**src/hw/rtl/dss_pkg.sv**
```systemverilog
// dss_pkg: shared types and constants of the delimiter stream splitter
// used by dss_front, dss_queue, dss_back and the top level
// no dependencies
`timescale 1ns / 1ps

package dss_pkg;

  // longest separator in bytes and the most bytes held back between words
  localparam int unsigned SepMax  = 8;
  localparam int unsigned HeldMax = SepMax - 1;
  localparam int unsigned CntW    = 3;   // holds 0..HeldMax
  localparam int unsigned WinW    = 4;   // holds 0..SepMax

  // configuration register indexes
  typedef enum logic [0:0] {
    RegSepBytes  = 1'b0,
    RegSepLength = 1'b1
  } cfg_reg_e;

  // one classified input word: window bytes and which positions give a result
  typedef struct packed {
    logic [SepMax-1:0][7:0] win;
    logic [SepMax-1:0]      byte_mask;
    logic [SepMax-1:0]      end_mask;
    logic                   done;
  } entry_t;

endpackage

```
**src/hw/rtl/delimiter_stream_splitter_unit.sv**
```systemverilog
// delimiter_stream_splitter_unit: top level of the separator stream splitter
// depends on dss_pkg, dss_front, dss_queue, dss_back
//
// Usage
//   Input words (command_i, data_byte_i) go in on push when full is low.
//   A data byte is scanned with the held-back bytes against the separator;
//   an end-of-array word flushes the held bytes and closes the array.
//   Result words leave through empty and pop, one per accepted pop, each
//   a payload byte or a block end; last_o marks the final word of an input.
//   Configuration writes go through cfg_valid_i/cfg_ready_o (always ready):
//   index 0 is the separator bytes, index 1 the separator length.
//   Write them only while the unit is idle.
// Timing
//   One input word per cycle while full is low; the separator scan finishes
//   in the cycle of acceptance. A word's entry is written into the queue and
//   then loaded into the result register of the back end, which puts its
//   first result on the ports. Results leave at one per cycle while pop is
//   high; inputs keep entering until the entry queue fills.
// Reset and stall
//   Reset empties the queue and the held window and restores length 1.
//   While pop stays low the result word holds and full rises once the
//   entry queue is full.
`timescale 1ns / 1ps

module delimiter_stream_splitter_unit #(
  parameter int unsigned QUEUE_DEPTH = 4
) (
  input  logic        clk_i,
  input  logic        rst_ni,
  input  logic        cfg_valid_i,
  output logic        cfg_ready_o,
  input  logic [0:0]  cfg_index_i,
  input  logic [63:0] cfg_data_i,
  input  logic        push,
  output logic        full,
  input  logic        command_i,
  input  logic [7:0]  data_byte_i,
  output logic        empty,
  input  logic        pop,
  output logic [7:0]  out_byte_o,
  output logic        byte_valid_o,
  output logic        block_end_o,
  output logic        array_done_o,
  output logic        last_o
);

  dss_pkg::entry_t enq_entry, head_entry;
  logic            enq, q_rd, q_empty, q_full, accept;

  assign cfg_ready_o = 1'b1;
  assign full        = q_full;
  assign accept      = push && !q_full;

  // front: classify each accepted word
  dss_front u_front (
    .clk_i       (clk_i),
    .rst_ni      (rst_ni),
    .cfg_valid_i (cfg_valid_i),
    .cfg_index_i (cfg_index_i),
    .cfg_data_i  (cfg_data_i),
    .accept_i    (accept),
    .command_i   (command_i),
    .data_byte_i (data_byte_i),
    .enq_o       (enq),
    .entry_o     (enq_entry)
  );

  // queue between front and back
  dss_queue #(
    .QUEUE_DEPTH (QUEUE_DEPTH)
  ) u_queue (
    .clk_i     (clk_i),
    .rst_ni    (rst_ni),
    .wr_i      (enq),
    .wr_data_i (enq_entry),
    .rd_i      (q_rd),
    .rd_data_o (head_entry),
    .empty_o   (q_empty),
    .full_o    (q_full)
  );

  // back: emit result words
  dss_back u_back (
    .clk_i        (clk_i),
    .rst_ni       (rst_ni),
    .q_data_i     (head_entry),
    .q_empty_i    (q_empty),
    .q_rd_o       (q_rd),
    .pop          (pop),
    .empty        (empty),
    .out_byte_o   (out_byte_o),
    .byte_valid_o (byte_valid_o),
    .block_end_o  (block_end_o),
    .array_done_o (array_done_o),
    .last_o       (last_o)
  );

endmodule

```
**src/hw/rtl/dss_front.sv**
```systemverilog
// dss_front: configuration registers, held-back window and separator scan
// classifies each input word into an entry of result positions
// depends on dss_pkg
`timescale 1ns / 1ps

module dss_front (
  input  logic                clk_i,
  input  logic                rst_ni,
  input  logic                cfg_valid_i,
  input  logic [0:0]          cfg_index_i,
  input  logic [63:0]         cfg_data_i,
  input  logic                accept_i,
  input  logic                command_i,
  input  logic [7:0]          data_byte_i,
  output logic                enq_o,
  output dss_pkg::entry_t     entry_o
);

  logic [63:0]                        sep_bytes_q;
  logic [3:0]                         sep_len_q;
  logic [dss_pkg::HeldMax-1:0][7:0]   held_q, held_d;
  logic [dss_pkg::CntW-1:0]           held_cnt_q, held_cnt_d;

  logic [dss_pkg::WinW-1:0]           len;
  logic [dss_pkg::WinW-1:0]           w;
  logic [dss_pkg::WinW-1:0]           s;
  logic [dss_pkg::SepMax-1:0][7:0]    buf_w;
  logic [dss_pkg::SepMax-1:0][7:0]    sep;
  logic [dss_pkg::SepMax-1:0]         pre, full, stop;
  logic [dss_pkg::SepMax:0]           reached;
  logic [dss_pkg::SepMax-1:0]         data_byte_mask, data_end_mask;
  logic [dss_pkg::SepMax-1:0]         eoa_byte_mask, eoa_end_mask;
  dss_pkg::entry_t                    entry;

  // configuration registers
  always_ff @(posedge clk_i or negedge rst_ni) begin
    if (!rst_ni) begin
      sep_bytes_q <= '0;
      sep_len_q   <= 4'd1;
    end else if (cfg_valid_i) begin
      unique case (dss_pkg::cfg_reg_e'(cfg_index_i))
        dss_pkg::RegSepBytes:  sep_bytes_q <= cfg_data_i;
        dss_pkg::RegSepLength: sep_len_q   <= cfg_data_i[3:0];
        default:               sep_bytes_q <= sep_bytes_q;
      endcase
    end
  end

  // effective separator length, zero acts as one, clamp at the maximum
  always_comb begin
    if (sep_len_q == 4'd0) begin
      len = 4'd1;
    end else if (sep_len_q > 4'(dss_pkg::SepMax)) begin
      len = 4'(dss_pkg::SepMax);
    end else begin
      len = sep_len_q;
    end
  end

  assign sep = sep_bytes_q;

  // window of held bytes followed by the new byte
  always_comb begin
    for (int p = 0; p < dss_pkg::SepMax; p++) begin
      if (p < dss_pkg::HeldMax && 3'(p) != held_cnt_q) begin
        buf_w[p] = held_q[p];
      end else begin
        buf_w[p] = data_byte_i;
      end
    end
  end

  assign w = 4'(held_cnt_q) + 4'd1;

  // separator compare at every window position
  always_comb begin
    for (int p = 0; p < dss_pkg::SepMax; p++) begin
      pre[p] = 1'b1;
      for (int k = 0; k < dss_pkg::SepMax; k++) begin
        if (p + k < dss_pkg::SepMax) begin
          if (k < int'(len) && p + k < int'(w) && buf_w[p+k] != sep[k]) begin
            pre[p] = 1'b0;
          end
        end
      end
      full[p] = pre[p] && (p + int'(len) <= int'(w));
      stop[p] = pre[p] && !full[p] && (p < int'(w));
    end
  end

  // walk of the scan: which positions the leftmost match reaches
  always_comb begin
    reached    = '0;
    reached[0] = 1'b1;
    for (int q = 1; q <= dss_pkg::SepMax; q++) begin
      reached[q] = reached[q-1] && !pre[q-1] && (q - 1 < int'(w));
      for (int k = 1; k <= dss_pkg::SepMax; k++) begin
        if (k <= q && k == int'(len) && reached[q-k] && full[q-k]) begin
          reached[q] = 1'b1;
        end
      end
    end
  end

  // stop position, where the rest could still begin a separator
  always_comb begin
    s = w;
    for (int p = dss_pkg::SepMax - 1; p >= 0; p--) begin
      if (reached[p] && stop[p]) begin
        s = 4'(p);
      end
    end
  end

  // result positions for both kinds of word
  always_comb begin
    for (int p = 0; p < dss_pkg::SepMax; p++) begin
      data_byte_mask[p] = reached[p] && !pre[p] && (p < int'(w));
      data_end_mask[p]  = reached[p] && full[p];
      eoa_byte_mask[p]  = (p < int'(held_cnt_q));
      eoa_end_mask[p]   = (p == int'(held_cnt_q));
    end
  end

  // next held window
  always_comb begin
    held_d     = held_q;
    held_cnt_d = held_cnt_q;
    if (command_i) begin
      held_cnt_d = '0;
    end else begin
      for (int i = 0; i < dss_pkg::HeldMax; i++) begin
        held_d[i] = buf_w[3'(int'(s) + i)];
      end
      held_cnt_d = 3'(w - s);
    end
  end

  always_ff @(posedge clk_i or negedge rst_ni) begin
    if (!rst_ni) begin
      held_cnt_q <= '0;
    end else if (accept_i) begin
      held_cnt_q <= held_cnt_d;
    end
  end

  always_ff @(posedge clk_i) begin
    if (accept_i) begin
      held_q <= held_d;
    end
  end

  // entry handed to the queue
  always_comb begin
    entry.win       = buf_w;
    entry.byte_mask = command_i ? eoa_byte_mask : data_byte_mask;
    entry.end_mask  = command_i ? eoa_end_mask  : data_end_mask;
    entry.done      = command_i;
  end

  assign entry_o = entry;
  assign enq_o   = accept_i && ((entry.byte_mask | entry.end_mask) != '0);

  // checks
  held_cnt_range_a: assert property (@(posedge clk_i) disable iff (!rst_ni)
    held_cnt_q <= 3'(dss_pkg::HeldMax))
    else $error("held count beyond window");

  eoa_clears_a: assert property (@(posedge clk_i) disable iff (!rst_ni)
    accept_i && command_i |=> held_cnt_q == '0)
    else $error("end of array left bytes held");

  eoa_enqueues_a: assert property (@(posedge clk_i) disable iff (!rst_ni)
    accept_i && command_i |-> enq_o)
    else $error("end of array gave no entry");

endmodule

```
**src/hw/rtl/dss_queue.sv**
```systemverilog
// dss_queue: short queue of classified entries between front and back
// depends on dss_pkg
`timescale 1ns / 1ps

module dss_queue #(
  parameter int unsigned QUEUE_DEPTH = 4
) (
  input  logic            clk_i,
  input  logic            rst_ni,
  input  logic            wr_i,
  input  dss_pkg::entry_t wr_data_i,
  input  logic            rd_i,
  output dss_pkg::entry_t rd_data_o,
  output logic            empty_o,
  output logic            full_o
);

  localparam int unsigned PtrW = (QUEUE_DEPTH > 1) ? $clog2(QUEUE_DEPTH) : 1;
  localparam int unsigned CntW = $clog2(QUEUE_DEPTH + 1);

  dss_pkg::entry_t     mem_q [QUEUE_DEPTH];
  logic [PtrW-1:0]     wr_ptr_q, rd_ptr_q;
  logic [CntW-1:0]     cnt_q, cnt_d;
  logic                do_wr, do_rd;

  assign empty_o   = (cnt_q == '0);
  assign full_o    = (cnt_q == CntW'(QUEUE_DEPTH));
  assign do_wr     = wr_i && !full_o;
  assign do_rd     = rd_i && !empty_o;
  assign rd_data_o = mem_q[rd_ptr_q];

  // occupancy
  always_comb begin
    cnt_d = cnt_q;
    if (do_wr && !do_rd) begin
      cnt_d = cnt_q + 1'b1;
    end else if (do_rd && !do_wr) begin
      cnt_d = cnt_q - 1'b1;
    end
  end

  // pointers with wrap at the depth
  always_ff @(posedge clk_i or negedge rst_ni) begin
    if (!rst_ni) begin
      wr_ptr_q <= '0;
      rd_ptr_q <= '0;
      cnt_q    <= '0;
    end else begin
      cnt_q <= cnt_d;
      if (do_wr) begin
        wr_ptr_q <= (wr_ptr_q == PtrW'(QUEUE_DEPTH - 1)) ? '0 : wr_ptr_q + 1'b1;
      end
      if (do_rd) begin
        rd_ptr_q <= (rd_ptr_q == PtrW'(QUEUE_DEPTH - 1)) ? '0 : rd_ptr_q + 1'b1;
      end
    end
  end

  // storage
  always_ff @(posedge clk_i) begin
    if (do_wr) begin
      mem_q[wr_ptr_q] <= wr_data_i;
    end
  end

  // checks
  no_lost_write_a: assert property (@(posedge clk_i) disable iff (!rst_ni)
    wr_i |-> !full_o)
    else $error("entry written into a full queue");

  no_empty_read_a: assert property (@(posedge clk_i) disable iff (!rst_ni)
    rd_i |-> !empty_o)
    else $error("entry read from an empty queue");

  cnt_range_a: assert property (@(posedge clk_i) disable iff (!rst_ni)
    cnt_q <= CntW'(QUEUE_DEPTH))
    else $error("queue count beyond depth");

endmodule

```
**src/hw/rtl/dss_back.sv**
```systemverilog
// dss_back: unpacks one entry into result words, one per cycle while pop is high
// depends on dss_pkg
`timescale 1ns / 1ps

module dss_back (
  input  logic            clk_i,
  input  logic            rst_ni,
  input  dss_pkg::entry_t q_data_i,
  input  logic            q_empty_i,
  output logic            q_rd_o,
  input  logic            pop,
  output logic            empty,
  output logic [7:0]      out_byte_o,
  output logic            byte_valid_o,
  output logic            block_end_o,
  output logic            array_done_o,
  output logic            last_o
);

  dss_pkg::entry_t            cur_q, cur_d;
  logic [dss_pkg::SepMax-1:0] rem_q, rem_d;
  logic                       cur_valid_q, cur_valid_d;
  logic [dss_pkg::SepMax-1:0] low_bit, rest;
  logic [2:0]                 idx;
  logic                       taken, load;

  // lowest pending position
  assign low_bit = rem_q & (~rem_q + 1'b1);
  assign rest    = rem_q & ~low_bit;

  always_comb begin
    idx = '0;
    for (int p = dss_pkg::SepMax - 1; p >= 0; p--) begin
      if (rem_q[p]) begin
        idx = 3'(p);
      end
    end
  end

  // result word on the ports
  assign empty        = !cur_valid_q;
  assign byte_valid_o = cur_q.byte_mask[idx];
  assign block_end_o  = cur_q.end_mask[idx];
  assign array_done_o = cur_q.done && cur_q.end_mask[idx];
  assign out_byte_o   = cur_q.byte_mask[idx] ? cur_q.win[idx] : 8'h00;
  assign last_o       = (rest == '0);

  // advance: next position, or next entry from the queue
  assign taken  = pop && cur_valid_q;
  assign load   = (!cur_valid_q || (taken && last_o)) && !q_empty_i;
  assign q_rd_o = load;

  always_comb begin
    cur_d       = cur_q;
    rem_d       = rem_q;
    cur_valid_d = cur_valid_q;
    if (load) begin
      cur_d       = q_data_i;
      rem_d       = q_data_i.byte_mask | q_data_i.end_mask;
      cur_valid_d = 1'b1;
    end else if (taken) begin
      rem_d       = rest;
      cur_valid_d = !last_o;
    end
  end

  always_ff @(posedge clk_i or negedge rst_ni) begin
    if (!rst_ni) begin
      cur_valid_q <= 1'b0;
      rem_q       <= '0;
    end else begin
      cur_valid_q <= cur_valid_d;
      rem_q       <= rem_d;
    end
  end

  always_ff @(posedge clk_i) begin
    cur_q <= cur_d;
  end

  // checks
  pending_nonzero_a: assert property (@(posedge clk_i) disable iff (!rst_ni)
    cur_valid_q |-> rem_q != '0)
    else $error("valid entry with nothing pending");

  one_kind_a: assert property (@(posedge clk_i) disable iff (!rst_ni)
    cur_valid_q |-> byte_valid_o != block_end_o)
    else $error("result word is both byte and block end");

  done_is_last_a: assert property (@(posedge clk_i) disable iff (!rst_ni)
    cur_valid_q && array_done_o |-> last_o)
    else $error("array end not the last word of its input");

endmodule
```
**config.mk**
```make
export PLATFORM = sky130hd
export DESIGN_NAME = delimiter_stream_splitter_unit
export DESIGN_NICKNAME = d
export VERILOG_FILES = /design/src/hw/rtl/dss_pkg.sv /design/src/hw/rtl/delimiter_stream_splitter_unit.sv /design/src/hw/rtl/dss_front.sv /design/src/hw/rtl/dss_queue.sv /design/src/hw/rtl/dss_back.sv
export SDC_FILE = /design/constraint.sdc
export NUM_CORES = 1
export LEC_CHECK = 0
export ABC_AREA = 1
export BUFFER_PORTS_ARGS = -buffer_cell sky130_fd_sc_hd__buf_2
export CORE_ASPECT_RATIO = 0.9
export CORE_UTILIZATION = 25
export CTS_CLUSTER_SIZE = 28
export DETAILED_ROUTE_END_ITERATION = 16
export GPL_TIMING_DRIVEN = 0
export SYNTH_ARGS = -nofsm -noshare
export SYNTH_HDL_FRONTEND = slang
export SYNTH_HIERARCHICAL = 1
export SYNTH_SLANG_ARGS = --single-unit
```
**constraint.sdc**
```tcl
create_clock -name clk_i -period 9.45 [get_ports clk_i]
set_clock_uncertainty 0.15 [all_clocks]
set_input_delay 1.89 -clock clk_i [delete_from_list [all_inputs] [get_ports clk_i]]
set_output_delay 1.89 -clock clk_i [all_outputs]
set_load 0.05 [all_outputs]
```
==> impl_metrics.ini, run 1 <==
[global_routing]
first_global_vias = 25250
gr-usage-met3 = 0.0491
antenna_found_initial = 12
grt_max_degree = 65
grt.total_usage = 0.188
use_met2 = 0.265
gr-total-overflow = 0
busiest_layer = met1
grt_pass1_wl_um = 179000
gr-usage-met1 = 0.269

[clocking]
clockRootBuffer = clkbuf_16
clock_path_buffers = 3
clkTransAtPathRegs_ns = 0.06
ctsHoldBuffers = 0
cts_tree = yes
cts_made_buffers = 55
htree_levels = 2
clkSinkCount = 548
clk_latency_ns = 0.65

[worst_setup_path]
path_max_fanout = 11
cp_slowest_stage_delay_ns = 0.95
r2r-end = u_front/held_q[10]
r2r_start = u_front/held_cnt_q[0]
r2r_setup_slack_ns = 0.41
cpMostUsedCell = nand2_1
critPathKind = input pin to flop
reg2reg_depth = 47
critPathCaptureType = flop
worstPathArrival_ns = 9.45
crit_slowest_cell = o21ai_4
crit_required_ns = 9.68
cp-start-kind = input pin

[finish]
final_area_um2 = 37200
mostFrequentLayoutCells = nand2_1, nand3_1, edfxtp_1
layout.nets = 3847
drive_gt1_frac = 0.164
final_common_cell = nand2_1
synthToLayoutAreaGrowth_pct = 15.4
fillers = 13315

[placement]
place_hpwl_um = 90600
gp_congestion = 1.01
port_buffers = 86
dpl_cell_area_um2 = 35200
post-place-ws_ns = -0.438

[detailed_routing]
drtAntennaViolNets = 0
drc = 0
viasPerCell = 4.95
wl_um = 125000
drtPass1Iterations = 6
wl_per_cell_um = 22.9
drt_iter0_drc = 3661
vias = 27040

[yosys]
synth_edf_count = 461
synth_nets = 3684
synth.cell_area_um2 = 32200
avgSynthCellArea_um2 = 9.07
yosysSeqAreaShare = 0.497
yosys_warnings = 6
ys_seq_elements = 548
postSynthCellCount = 3552
synth_top_flop_cell = edfxtp_1
synth_async_sr_flop_share = 0.159
synth.distinct_cells = 64

[sta]
period_needed_ns = 9.22
finalCritPeriodShare = 0.976
timing.final.max_slew_violations = 0
setup_ws_ns = 0.226
tightestPinTransition_ns = 1.43
slew-limit-headroom = 0.0433
setup_tns_ns = 0
final-setup-viol-count = 0
finalHoldViolations = 0
rsz0062_at_grt = false
whs_ns = 0.346
fmax_ghz = 0.108

[floorplan]
dieArea_um2 = 130000
die_x_um = 380
coreArea_um2 = 127000
die_h_um = 343
io_pins = 94
rows = 124
start_util = 0.253

[min_path]
hold_end = u_front/sep_len_q[0]
holdPathStages = 2
min_from = u_front/sep_len_q[0]
hold_path.class = flop to flop

[power]
finalPower_mw = 15.7
power_leakage_nw = 15.7
powerDensity_nw_per_um2 = 423
ir_worst_vdd_v = 0.000435

[run_status]
status = finished clean

[job]
maxCapViolations = 0
## how the worst max path moves through the flow
stage	end	slack (ns)	cells after the start	from
4_1_cts	u_front/held_q[24]	0.23	45	data_byte_i[6]
6_report	u_front/held_q[10]	0.23	43	data_byte_i[0]
3_3_place_gp	u_queue/mem_q[1][22]	-6.56	31	data_byte_i[3]
5_1_grt	u_front/held_q[31]	0.03	48	u_front/held_cnt_q[0]
2_1_floorplan	u_queue/mem_q[0][0]	0.13	31	data_byte_i[0]
3_5_place_dp	u_front/held_q[24]	-0.44	46	data_byte_i[2]
## final cells by class
type | instances | area [um^2] | share of cell area
sequential | 548 | 16000 | 0.431
clock inverter | 32 | 443 | 0.0119
clock buffer | 67 | 1460 | 0.0393
timing repair buffer | 106 | 808 | 0.0217
buffer | 187 | 1230 | 0.0332
inverter | 436 | 1640 | 0.0442
multi-input combinational | 2381 | 13400 | 0.361
tap | 1701 | 2130 | 0.0572
antenna | 4 | 10.0 | 0.000269
## synth_stat cells, types with 8 or more instances
library cell | count | area share
a21oi_1 | 75 | 0.012
buf_1 | 17 | 0.0020
buf_12 | 9 | 0.0056
buf_2 | 58 | 0.0090
buf_4 | 27 | 0.0063
buf_6 | 13 | 0.0045
buf_8 | 9 | 0.0042
clkbuf_1 | 54 | 0.0063
clkinv_1 | 9 | 0.0010
dfrtp_1 | 86 | 0.067
edfxtp_1 | 461 | 0.43
ha_1 | 51 | 0.020
inv_1 | 402 | 0.047
inv_2 | 25 | 0.0029
mux2_2 | 10 | 0.0035
nand2_1 | 914 | 0.11
nand2_2 | 80 | 0.016
nand3_1 | 491 | 0.076
nand3_2 | 8 | 0.0025
nand3b_1 | 28 | 0.0065
nand4_1 | 56 | 0.011
nor2_1 | 166 | 0.019
nor3_1 | 11 | 0.0017
nor4_1 | 16 | 0.0031
o211ai_1 | 50 | 0.012
o211ai_2 | 127 | 0.049
o21ai_0 | 50 | 0.0078
o21ai_1 | 10 | 0.0016
o21ai_2 | 8 | 0.0022
or2_2 | 9 | 0.0017
xnor2_1 | 9 | 0.0024
xor2_1 | 145 | 0.039
## timing repair
item / in CTS / in global routing
setup buffers: 0 / 2
setup endpoints to repair: 0 / 175
gates resized for setup: 0 / 33
## logic make-up after synthesis
family                   share of synthesized area
flip-flops                                   0.497
buffers and inverters                       0.0887
adder cells (fa/ha/maj)                     0.0210
AO/OA/AOI/OAI                               0.0961
AND/OR/NAND/NOR                              0.249
multiplexers                               0.00380
other                                     0.000116
XOR/XNOR                                    0.0441
## stage by stage
stage / cells / utilization
floorplan: 3552 / -
global placement: 5339 / 0.273
detailed placement: 5357 / 0.276
CTS: 5456 / 0.291
global route: 5458 / 0.292
finish: 5462 / 0.292
## worst max-delay path, delay by kind of cell
kind,cells,cell delay [ns]
AOI/OAI and AO/OA,1,0.95
and+or+nand+nor,33,3.88
adders and majority gates,1,0.33
buffers and inverters,7,2.18
xor gates and xnor gates,1,0.19
## sequential cells by signal (all words and copies together), names as in the netlist
register and count:
u_front/held_cnt_q 3, u_front/sep_len_q 4, u_back/cur_q 81, u_back/cur_valid_q 1, u_queue/rd_ptr_q 2, u_queue/wr_ptr_q 2
u_back/rem_q 8, u_front/held_q 56, u_front/sep 64, u_queue/cnt_q 3, u_queue/mem_q 324
## report_power, final
group | switching, mW | total, mW | internal [mW]
Sequential | 0.310 | 4.17 | 3.86
Combinational | 6.69 | 9.24 | 2.54
Clock | 0.976 | 2.33 | 1.35
Total | 7.98 | 15.7 | 7.75
## per-layer routing
| layer | share of wire | wire, um |
|---|---|---|
| met3 | 0.11 | 14000 |
| met5 | 0.00057 | 71 |
| met1 | 0.44 | 55600 |
| met4 | 0.040 | 5020 |
| met2 | 0.40 | 50700 |
Note: power is estimated with default switching activity, not from simulation.
==> run 2, diff against run 1 <==
--- a/config.mk
+++ b/config.mk
@@ -9,6 +9,7 @@
 export BUFFER_PORTS_ARGS = -buffer_cell sky130_fd_sc_hd__buf_2
 export CORE_ASPECT_RATIO = 0.9
 export CORE_UTILIZATION = 25
+export CTS_BUF_LIST = sky130_fd_sc_hd__clkbuf_8
 export CTS_CLUSTER_SIZE = 28
 export DETAILED_ROUTE_END_ITERATION = 16
 export GPL_TIMING_DRIVEN = 0
==> impl_metrics.ini, run 2 (synthesis results as in run 1) <==
[clocking]
htree_levels = 3
ctsHoldBuffers = 0
clkTransAtPathRegs_ns = 0.06
clockRootBuffer = clkbuf_8
clock_path_buffers = 3
clkSinkCount = 548
cts_made_buffers = 89
clk_latency_ns = 0.77
cts_tree = yes

[detailed_routing]
wl_um = 126000
wl_met2_um = 50800
drc = 0
viasPerCell = 4.92
vias = 27185
drt_iter0_drc = 3836
drtAntennaViolNets = 0
drtPass1Iterations = 7
wl_per_cell_um = 22.8
met3_length_um = 13800
topRoutingLayerUsed = met5
met1Wirelength_um = 56100

[finish]
final_common_cell = nand2_1
multi_input_area_um2 = 13400
synthToLayoutAreaGrowth_pct = 14.7
top_register = u_queue/mem_q
largest_reg_flops = 324
fillers = 13408
regArea_um2 = 16000
layout.nets = 3880
final_util = 0.290
mostFrequentLayoutCells = nand2_1, nand3_1, edfxtp_1
drive_gt1_frac = 0.169

[sta]
finalHoldViolations = 0
fmax_ghz = 0.110
tightestPinTransition_ns = 1.48
timing.final.max_slew_violations = 0
period_needed_ns = 9.12
slew-limit-headroom = 0.0135
final-setup-viol-count = 0
finalCritPeriodShare = 0.965
setup_ws_ns = 0.331
rsz0062_at_grt = false
setup_tns_ns = 0
whs_ns = 0.348

[floorplan]
start_util = 0.253
die_h_um = 343
rows = 124
dieArea_um2 = 130000
io_pins = 94
coreArea_um2 = 127000
die_x_um = 380

[job]
maxCapViolations = 0

[power]
seqPwrFrac = 0.270
swShare = 0.518
finalPower_mw = 15.4
ir_worst_vdd_v = 0.000438
comb_power_share = 0.599
p_clk_frac = 0.132
power.internal_mw = 7.44
powerDensity_nw_per_um2 = 418
switchingPower_mw = 8.00
power_leakage_nw = 15.8

[worst_setup_path]
crit_required_ns = 9.76
critPathKind = input pin to flop
cpMostUsedCell = nand2_1
crit_slowest_cell = clkbuf_1
cp-start-kind = input pin
cp_num_buf_inv = 8
cp_slowest_stage_delay_ns = 1.12
worstPathArrival_ns = 9.43
path_max_fanout = 10
critPathCaptureType = flop
cp_top_family = simple AND/OR/NAND/NOR gates

[global_routing]
gr-total-overflow = 0
antenna_found_initial = 13
grt.total_usage = 0.189
grt_pass1_wl_um = 180000
grt_max_degree = 65
first_global_vias = 25341

[placement]
gp_congestion = 1.01
port_buffers = 86
post-place-ws_ns = -0.438
place_hpwl_um = 90600

[min_path]
hold_path.class = flop to flop

[run_status]
status = finished clean
==> run 2: cell types whose count changed in the layout (fill, tap and decap cells not counted), moves of 9 or more <==
cell       change
clkbuf_16     -56
inv_1         +31
clkbuf_8      +89
clkinv_1       +9
clkbuf_1       -9
==> run 2: repair_timing <==
action                     4_1_cts  5_1_grt
gates resized for setup          0       31
buffers inserted                 0        1
setup endpoints to repair        0       68
==> run 2: worst paths after layout <==
check | from | to | slack [ns] | depth (start not counted)
min | u_front/sep_len_q[0] | u_front/sep_len_q[0] | 0.35 | 2
max reg2reg | u_front/held_cnt_q[0] | u_front/held_q[24] | 0.48 | 48
min in group asynchronous | rst_ni | u_front/sep_len_q[2] | 0.96 | 1
max | data_byte_i[2] | u_front/held_q[24] | 0.33 | 42
min reg2reg | u_front/sep_len_q[0] | u_front/sep_len_q[0] | 0.35 | 2
max in group asynchronous | rst_ni | u_front/sep[7] | 7.47 | 2
==> run 2: through the flow <==
stage	instances	area [um^2]
CTS	5518	36900
floorplan	3552	32200
global placement	5339	34800
detailed placement	5357	35200
global route	5520	37000
finish	5520	37000
==> run 2: layer usage <==
layer	GRT usage	up-vias
met2	0.267	1441
met5	0	-
met1	0.270	13114
met3	0.0527	263
met4	0.0762	10
li1	-	12357
==> run 2: cell type report <==
class,count,share of cell area
Antenna cell,1,0.0000677
Buffer,187,0.0337
Clock buffer,91,0.0339
Clock inverter,70,0.0122
Inverter,436,0.0445
Multi-Input combinational cell,2381,0.363
Sequential cell,548,0.433
Tap cell,1701,0.0576
Timing Repair Buffer,105,0.0217
==> run 2: worst min-delay path: cells and delay by family, from the launching register on <==
| family | cells | cell delay, ns |
|---|---|---|
| AND/OR/NAND/NOR | 1 | 0.05 |
| flip-flops | 1 | 0.37 |
| AO/OA/AOI/OAI | 1 | 0.07 |
==> run 2: power groups by stage <==
stage | logic [mW] | registers, mW | clock network [mW]
4_1_cts | 8.98 | 4.16 | 2.08
3_3_place_gp | 8.76 | 4.30 | 0
2_1_floorplan | 5.76 | 4.13 | 0
3_5_place_dp | 8.94 | 4.21 | 0
5_1_grt | 9.83 | 4.22 | 2.18
6_report | 9.24 | 4.17 | 2.03
